[src/rtl/udmg_pkg.sv]
// Shared types and constants for the unsigned division recipe generator.
`default_nettype none

package udmg_pkg;

    localparam int DEF_WORD_BITS = 32;
    localparam int SHIFT_BITS    = 5;

    typedef enum logic [2:0] {
        MODE_ZERO     = 3'd0,
        MODE_COMPARE  = 3'd1,
        MODE_SHIFT    = 3'd2,
        MODE_MULHI    = 3'd3,
        MODE_ADDFIX   = 3'd4,
        MODE_PRESHIFT = 3'd5
    } t_mode;

endpackage

`default_nettype wire

[src/rtl/unsigned_div_magic_generator_top.sv]
// Top level: unsigned division recipe generator with a bit-serial restoring divider.
//
//  channel  | ports                                   | direction | transfer when
//  ---------+-----------------------------------------+-----------+-------------------
//  command  | start, busy, i_divisor                  | in        | start && !busy
//  result   | o_done, o_mode, o_multiplier,           | out       | o_done (one cycle)
//           | o_post_shift                            |           |
//
//  Zero and compare divisors go from idle straight to the done state; others first scan
//  d-1, one bit a cycle. Each shift trial runs two divisions and the final multiplier
//  one more; an even divisor with a wide multiplier repeats the search for d/2. The
//  single restoring divider, one quotient bit per cycle, sets the run time.
//  Synchronous active-low reset returns the sequencer to idle; the result strobe
//  cannot be held off, so busy stays high until the strobe cycle is over.
`default_nettype none

module unsigned_div_magic_generator_top
    import udmg_pkg::*;
#(
    parameter int WORD_BITS = DEF_WORD_BITS
) (
    input  wire logic                   i_clk,
    input  wire logic                   i_rst_n,
    input  wire logic                   start,
    output logic                        busy,
    input  wire logic [WORD_BITS-1:0]   i_divisor,
    output logic                        o_done,
    output logic [2:0]                  o_mode,
    output logic [WORD_BITS:0]          o_multiplier,
    output logic [SHIFT_BITS-1:0]       o_post_shift
);

    localparam int Q_BITS   = 2 * WORD_BITS;
    localparam int CNT_BITS = $clog2(Q_BITS + 1);
    localparam int L_BITS   = $clog2(WORD_BITS + 1);
    localparam logic [Q_BITS-1:0] Q_TOP  = Q_BITS'(1) << (Q_BITS - 1);
    localparam logic [Q_BITS-1:0] SLACK0 = Q_BITS'(1) << (WORD_BITS - 1);
    localparam logic [Q_BITS-1:0] SLACK1 = Q_BITS'(1) << WORD_BITS;

    typedef enum logic [5:0] {
        ST_IDLE = 6'b000001,
        ST_SCAN = 6'b000010,
        ST_LO   = 6'b000100,
        ST_HI   = 6'b001000,
        ST_FIN  = 6'b010000,
        ST_DONE = 6'b100000
    } t_state;

    t_state                  r_state, n_state;
    logic [WORD_BITS-1:0]    r_d, n_d;
    logic [WORD_BITS-1:0]    r_scan, n_scan;
    logic                    r_pow, n_pow;
    logic                    r_p, n_p;
    logic [L_BITS-1:0]       r_l, n_l;
    logic [L_BITS-1:0]       r_l0, n_l0;
    logic [CNT_BITS-1:0]     r_cnt, n_cnt;
    logic [WORD_BITS-1:0]    r_rem, n_rem;
    logic [Q_BITS-1:0]       r_q, n_q;
    logic [WORD_BITS:0]      r_lo, n_lo;
    t_mode                   r_mode, n_mode;
    logic [WORD_BITS:0]      r_mult, n_mult;
    logic [SHIFT_BITS-1:0]   r_shift, n_shift;

    logic [WORD_BITS:0]      w_t;
    logic [WORD_BITS:0]      w_diff;
    logic                    w_ge;
    logic [WORD_BITS-1:0]    w_rem_nx;
    logic [Q_BITS-1:0]       w_q_nx;
    logic [WORD_BITS:0]      w_quo;
    logic                    w_last;
    logic [L_BITS-1:0]       w_l_dec;
    logic [Q_BITS-1:0]       w_q_slack;
    logic [CNT_BITS-1:0]     w_cnt_base;
    logic [WORD_BITS-1:0]    w_div_m1;

    // one restoring step: bring down the next dividend bit, subtract if it fits
    assign w_t        = {r_rem, r_q[Q_BITS-1]};
    assign w_diff     = w_t - {1'b0, r_d};
    assign w_ge       = (w_t >= {1'b0, r_d});
    assign w_rem_nx   = w_ge ? w_diff[WORD_BITS-1:0] : w_t[WORD_BITS-1:0];
    assign w_q_nx     = {r_q[Q_BITS-2:0], w_ge};
    assign w_quo      = w_q_nx[WORD_BITS:0];
    assign w_last     = (r_cnt == CNT_BITS'(1));
    assign w_l_dec    = r_l - L_BITS'(1);
    assign w_q_slack  = Q_TOP | (r_p ? SLACK1 : SLACK0);
    assign w_cnt_base = CNT_BITS'(WORD_BITS);
    assign w_div_m1   = i_divisor - WORD_BITS'(1);

    always_comb begin
        n_state = r_state;
        n_d     = r_d;
        n_scan  = r_scan;
        n_pow   = r_pow;
        n_p     = r_p;
        n_l     = r_l;
        n_l0    = r_l0;
        n_cnt   = r_cnt;
        n_rem   = r_rem;
        n_q     = r_q;
        n_lo    = r_lo;
        n_mode  = r_mode;
        n_mult  = r_mult;
        n_shift = r_shift;
        unique case (r_state)
            ST_IDLE: begin
                if (start) begin
                    n_d     = i_divisor;
                    n_mult  = '0;
                    n_shift = '0;
                    n_p     = 1'b0;
                    n_l     = '0;
                    n_scan  = w_div_m1;
                    n_pow   = ((i_divisor & w_div_m1) == '0);
                    if (i_divisor == '0) begin
                        n_mode  = MODE_ZERO;
                        n_state = ST_DONE;
                    end else if (i_divisor[WORD_BITS-1]) begin
                        n_mode  = MODE_COMPARE;
                        n_state = ST_DONE;
                    end else begin
                        n_state = ST_SCAN;
                    end
                end
            end
            ST_SCAN: begin
                if (r_scan != '0) begin
                    n_scan = r_scan >> 1;
                    n_l    = r_l + L_BITS'(1);
                end else if (r_pow) begin
                    n_mode  = MODE_SHIFT;
                    n_shift = SHIFT_BITS'(r_l);
                    n_state = ST_DONE;
                end else begin
                    n_l0  = r_l;
                    n_rem = '0;
                    if (r_l == '0) begin
                        n_q     = w_q_slack;
                        n_cnt   = w_cnt_base + CNT_BITS'(1);
                        n_state = ST_FIN;
                    end else begin
                        n_q     = Q_TOP;
                        n_cnt   = w_cnt_base + CNT_BITS'(r_l);
                        n_state = ST_LO;
                    end
                end
            end
            ST_LO: begin
                n_rem = w_rem_nx;
                n_q   = w_q_nx;
                n_cnt = r_cnt - CNT_BITS'(1);
                if (w_last) begin
                    n_lo    = w_quo;
                    n_rem   = '0;
                    n_q     = w_q_slack;
                    n_cnt   = w_cnt_base + CNT_BITS'(r_l);
                    n_state = ST_HI;
                end
            end
            ST_HI: begin
                n_rem = w_rem_nx;
                n_q   = w_q_nx;
                n_cnt = r_cnt - CNT_BITS'(1);
                if (w_last) begin
                    n_rem = '0;
                    if (w_quo == r_lo) begin
                        n_q     = w_q_slack;
                        n_cnt   = w_cnt_base + CNT_BITS'(r_l) + CNT_BITS'(1);
                        n_state = ST_FIN;
                    end else if (w_l_dec == '0) begin
                        n_l     = w_l_dec;
                        n_q     = w_q_slack;
                        n_cnt   = w_cnt_base + CNT_BITS'(1);
                        n_state = ST_FIN;
                    end else begin
                        n_l     = w_l_dec;
                        n_q     = Q_TOP;
                        n_cnt   = w_cnt_base + CNT_BITS'(w_l_dec);
                        n_state = ST_LO;
                    end
                end
            end
            ST_FIN: begin
                n_rem = w_rem_nx;
                n_q   = w_q_nx;
                n_cnt = r_cnt - CNT_BITS'(1);
                if (w_last) begin
                    if (r_p) begin
                        n_mode  = MODE_PRESHIFT;
                        n_mult  = w_quo;
                        n_shift = SHIFT_BITS'(r_l);
                        n_state = ST_DONE;
                    end else if (!w_quo[WORD_BITS]) begin
                        n_mode  = MODE_MULHI;
                        n_mult  = w_quo;
                        n_shift = SHIFT_BITS'(r_l);
                        n_state = ST_DONE;
                    end else if (r_d[0]) begin
                        n_mode  = MODE_ADDFIX;
                        n_mult  = {1'b0, w_quo[WORD_BITS-1:0]};
                        n_shift = SHIFT_BITS'(w_l_dec);
                        n_state = ST_DONE;
                    end else begin
                        // even divisor: search again for d/2 at one bit less precision
                        n_d     = r_d >> 1;
                        n_p     = 1'b1;
                        n_l     = r_l0 - L_BITS'(1);
                        n_rem   = '0;
                        n_q     = Q_TOP;
                        n_cnt   = w_cnt_base + CNT_BITS'(r_l0 - L_BITS'(1));
                        n_state = ST_LO;
                    end
                end
            end
            ST_DONE: begin
                n_state = ST_IDLE;
            end
            default: begin
                n_state = ST_IDLE;
            end
        endcase
    end

    always_ff @(posedge i_clk) begin
        if (!i_rst_n) begin
            r_state <= ST_IDLE;
        end else begin
            r_state <= n_state;
        end
    end

    always_ff @(posedge i_clk) begin
        r_d     <= n_d;
        r_scan  <= n_scan;
        r_pow   <= n_pow;
        r_p     <= n_p;
        r_l     <= n_l;
        r_l0    <= n_l0;
        r_cnt   <= n_cnt;
        r_rem   <= n_rem;
        r_q     <= n_q;
        r_lo    <= n_lo;
        r_mode  <= n_mode;
        r_mult  <= n_mult;
        r_shift <= n_shift;
    end

    assign busy         = (r_state != ST_IDLE);
    assign o_done       = (r_state == ST_DONE);
    assign o_mode       = r_mode;
    assign o_multiplier = r_mult;
    assign o_post_shift = r_shift;

    a_accept_busy: assert property (@(posedge i_clk) disable iff (!i_rst_n)
        (start && !busy) |=> busy)
        else $error("busy not raised after command transfer");

    a_done_single: assert property (@(posedge i_clk) disable iff (!i_rst_n)
        o_done |=> !o_done)
        else $error("result strobe longer than one cycle");

    a_cnt_live: assert property (@(posedge i_clk) disable iff (!i_rst_n)
        (r_state == ST_LO || r_state == ST_HI || r_state == ST_FIN) |-> (r_cnt != '0))
        else $error("divider running with empty bit count");

    a_shift_nomult: assert property (@(posedge i_clk) disable iff (!i_rst_n)
        (o_done && (o_mode == MODE_SHIFT || o_mode == MODE_ZERO)) |-> (o_multiplier == '0))
        else $error("multiplier set in shift or zero mode");

    a_addfix_odd: assert property (@(posedge i_clk) disable iff (!i_rst_n)
        (o_done && o_mode == MODE_ADDFIX) |-> r_d[0])
        else $error("add-fixup recipe for an even divisor");

endmodule

`default_nettype wire

[config.mk]
export PLATFORM = sky130hd
export DESIGN_NAME = unsigned_div_magic_generator_top
export DESIGN_NICKNAME = d
export VERILOG_FILES = /design/src/rtl/udmg_pkg.sv /design/src/rtl/unsigned_div_magic_generator_top.sv
export SDC_FILE = /design/constraint.sdc
export NUM_CORES = 1
export LEC_CHECK = 0
export BUFFER_PORTS_ARGS = -buffer_cell sky130_fd_sc_hd__buf_2
export CAP_MARGIN = 20
export CORE_MARGIN = 1
export CORE_UTILIZATION = 40
export DETAILED_ROUTE_END_ITERATION = 16
export SYNTH_ARGS = -nofsm -noshare
export SYNTH_HDL_FRONTEND = slang
export SYNTH_SLANG_ARGS = --single-unit
[constraint.sdc]
create_clock -name i_clk -period 5.92 [get_ports i_clk]
set_clock_uncertainty 0.15 [all_clocks]
set_input_delay 0 -clock i_clk [delete_from_list [all_inputs] [get_ports i_clk]]
set_output_delay 0 -clock i_clk [all_outputs]
set_load 0.01 [all_outputs]
==> summary.txt <==
Clock tree
  • Postcts setup bufs: 0
  • TritonCTS clock tree: done
  • Cts bufs inserted: 30
  • Clock Latency Late Sink: 0.58 ns
  • Clock-pin slew on the worst setup and hold paths: 0.06 ns
  • Root Buffer: clkbuf_16
  • Bufs on Longest Clock Path: 3
  • H-tree lvl count: 1
  • CTS sink cnt: 261

Power
  • Comb power frac: 32.4%
  • Pwr Density: 422 nW/um^2
  • Clock network power share: 28.1%
  • Total power: 6.89 mW
  • Switching power: 2.37 mW
  • Reg power frac: 39.5%
  • Leakage: 5.78 nW
  • Sw Share: 34.4%
  • Maximum vdd drop: 343 uV
  • Cell Int Power: 4.52 mW

Worst setup path
  • Required @ worst endpoint: 6.08 ns
  • Top Family by Delay on Critical Path: compound AO/OA/AOI/OAI gates
  • Critical path class: reg -> reg
  • RR Endpoint: r_rem[28]
  • FF-to-FF Start: r_q[63]
  • Slowest cell on crit path: a2111oi_0
  • R2r setup slk: 2.26 ns
  • CP Cell Sequence: inv_1, ha_1, inv_1, fa_1, a211oi_1, o21ai_0, a31oi_1, nor2_1, a2111oi_0, o31ai_1, xor2_1, nand2_1, a21oi_1
  • Worst R2R Path Depth: 13
  • CP most frequent cell: inv_1
  • CP Capture Type: flip-flop
  • Max incr delay on CP: 0.59 ns
  • CP Buf/Inv Count: 2
  • CP startpoint kind: flip-flop
  • Data arrival, critical path: 3.82 ns
  • Crit path max fanout: 4

GRT
  • Largest net degree at the start of global routing: 85
  • Initial antenna violation count: 0
  • Global-route wire length before repair: 52100 um
  • Vias in the first global route: 9630
  • Grt ovf: 0
  • GRT Util Overall: 18.1%

Timing
  • Final Max Slew Viols: 0
  • Slew @ Worst Pin: 0.963 ns
  • Slew Limit Headroom: 35.8%
  • Highest Clock Rate: 273 MHz
  • RSZ-0062 raised after global routing: false
  • Final setup viols: 0
  • Min Tclk post-route: 3.66 ns
  • Hold Violations, Final: 0
  • Fin crit share: 61.8%
  • Setup TNS: 0 ns

Min path
  • Depth of the worst hold-timing path: 3
  • Tightest Hold Check Type: in -> reg
  • Hold worst-path end: r_state[0]
  • Hold path start: i_rst_n

Layout
  • Synthesis-to-layout area growth: 16.1%
  • Register area: 7780 um^2
  • Fill count: 3179
  • Layout Nets: 1495
  • Layout cells sized above 1: 11.7%
  • Final design utilization: 47.3%
  • Area of the multi-input gates: 5850 um^2
  • # diodes: 0

Routing
  • DRT Pass-1 Iters: 5
  • Routed Antenna Nets: 0
  • Routed len/inst: 17.3 um
  • WL final: 32200 um
  • Initial DRC count: 809
  • Vias per inst: 5.37
  • Remaining DRCs: 0
  • Via Count: 10.0k

Die
  • Die area: 35900 um^2
  • # rows: 68
  • Die Height: 190 um
  • Starting density of the core: 40.7%
  • I/O pin count: 78
  • Core area: 34500 um^2
  • Die W: 190 um

Yosys
  • Number of synthesized flops with an enable pin: 255
  • Syn nets: 1397
  • Avg Cell Area, Syn: 10.9 um^2
  • Post-synth ARST share: 0%
  • Mapped Cells: 1290
  • Sequential area share after synthesis: 55.3%
  • Synth Cell Area: 14100 um^2
  • Ys flop type: edfxtp_1
  • Seq cells post-synth: 261
  • Largest cells by area after synthesis: edfxtp_1 (54%), ha_1 (6.3%), and2_1 (4.2%), nand2_1 (3.6%), a21oi_1 (3.5%)
  • Yosys top cell by area: edfxtp_1
  • Yosys cell types: 75
  • Top cell type's share of synthesized area: 54.4%
  • Yosys warnings: 0

Placed design
  • # port buffers: 77
  • Placer congestion estimate: 0.901
  • Hpwl dp: 21900 um

Flow run
  • Max-cap violations: 0

Status
  • Status: completed
[worst reg2reg max path, delay by kind of cell (launching register included)]
family	cells	cell delay, ns
flip-flops	1	0.38
buffers and inverters	2	0.14
AND/OR/NAND/NOR	2	0.21
AO/OA/AOI/OAI	6	1.73
XOR/XNOR	1	0.17
adder cells (fa/ha/maj)	2	0.60
[layout make-up]
cell class              instances  share of cell area [%]
flip-flops and latches        261                    47.6
multi-input cells             908                    35.9
repair buffers                127                    5.27
clock buffers                  36                    4.74
well taps                     455                    3.49
clock inverters                19                    1.64
inverters                      60                    1.38
[cell usage in the layout, fill, tap and decap left out, drive strengths merged, types with 7 or more instances in the layout]
cell type | Yosys | final
nand3 | 22 | 22
nor2 | 101 | 101
nand2b | 9 | 9
nand2 | 137 | 137
nor3 | 23 | 23
nor4 | 27 | 27
dlygate4sd3 | 0 | 35
ha | 71 | 71
o31ai | 36 | 36
a211oi | 14 | 14
a21o | 17 | 17
a21oi | 99 | 99
and3 | 7 | 7
and2 | 96 | 96
o21ai | 47 | 47
a31oi | 8 | 8
or3 | 15 | 15
inv | 60 | 61
clkinv | 0 | 11
buf | 17 | 92
nand4 | 14 | 14
clkbuf | 44 | 36
edfxtp | 255 | 255
xor2 | 52 | 52
xnor2 | 21 | 21
[state kept, by name (all words and copies together), names as in the netlist]
register,count
r_rem,32
r_d,32
r_state,6
o_multiplier,33
r_cnt,7
r_q,64
o_mode,3
r_lo,33
o_post_shift,5
r_l0,6
r_scan,32
r_p,1
r_pow,1
r_l,6
[stage by stage]
step / instances / hold slack [ns] / instance area [um^2] / setup slack [ns]
6_report: 1866 / 0.0418 / 16300 / 2.26
4_1_cts: 1865 / 0.0225 / 16300 / 2.27
3_3_place_gp: 1775 / 0.0707 / 14900 / 2.43
5_1_grt: 1866 / 0.0447 / 16300 / 1.91
2_1_floorplan: 1290 / -0.0789 / 14100 / 1.75
3_5_place_dp: 1775 / 0.0852 / 14900 / 2.31
[what timing repair did]
| action | 4_1_cts | 5_1_grt |
|---|---|---|
| hold buffers | 35 | 0 |
| gates resized for setup | 0 | 0 |
| endpoints found under the hold margin | 73 | 0 |
[Yosys cell counts (all sizes together) (5+ instances only)]
library cell and count:
nand2b 9, nand4 14, xor2 52, and2 96, buf 17, edfxtp 255, a31oi 8, nand4b 5
a21oi 99, xnor2 21, inv 60, nor4 27, o31ai 36, and3 7, clkbuf 44, o21bai 6
or3 15, dfxtp 6, a211oi 14, o211ai 5, o21a 6, ha 71, nand2 137, nor3 23
nor2 101, nor2b 6, or4 6, a21o 17, nand3 22, o21ai 47
[power by group through the flow]
stage               logic [mW]  clock network [mW]  registers [mW]
finish                    2.23                1.93            2.72
global placement          2.16                   0            2.75
global route              2.47                2.04            2.76
floorplan                 1.52                   0            2.77
CTS                       2.20                1.98            2.73
detailed placement        2.16                   0            2.76
[how the worst max path moves through the flow]
| stage | startpoint | to | slack [ns] | depth (start not counted) |
|---|---|---|---|---|
| floorplan | r_state[3] | r_cnt[0] | 1.75 | 5 |
| global placement | r_q[63] | r_rem[28] | 2.43 | 13 |
| detailed placement | r_q[63] | r_rem[28] | 2.31 | 13 |
| CTS | r_q[63] | r_rem[28] | 2.27 | 13 |
| global route | r_q[63] | r_rem[30] | 1.91 | 13 |
| finish | r_q[63] | r_rem[28] | 2.26 | 13 |
[metal layers]
layer | vias to the layer above | part of all wire (%) | global-route usage, %
li1 | 4937 | - | -
met2 | 242 | 45 | 28.9
met5 | - | 0 | 0
met4 | 0 | 3.1 | 6.02
met1 | 4778 | 47 | 25.1
met3 | 63 | 4.8 | 2.71
[cell families (layout without fill, tap and decap cells)]
kind of cell / Yosys count / in the layout / share of synthesized area [%]
simple gates: 480 / 480 / 17.3
compound gates: 279 / 279 / 12.7
flops: 261 / 261 / 55.3
buf+inv: 121 / 242 / 3.39
xor+xnor: 73 / 73 / 4.55
fa+ha+maj: 72 / 72 / 6.46
mux: 4 / 4 / 0.302
Note: power is estimated with default switching activity, not from simulation.
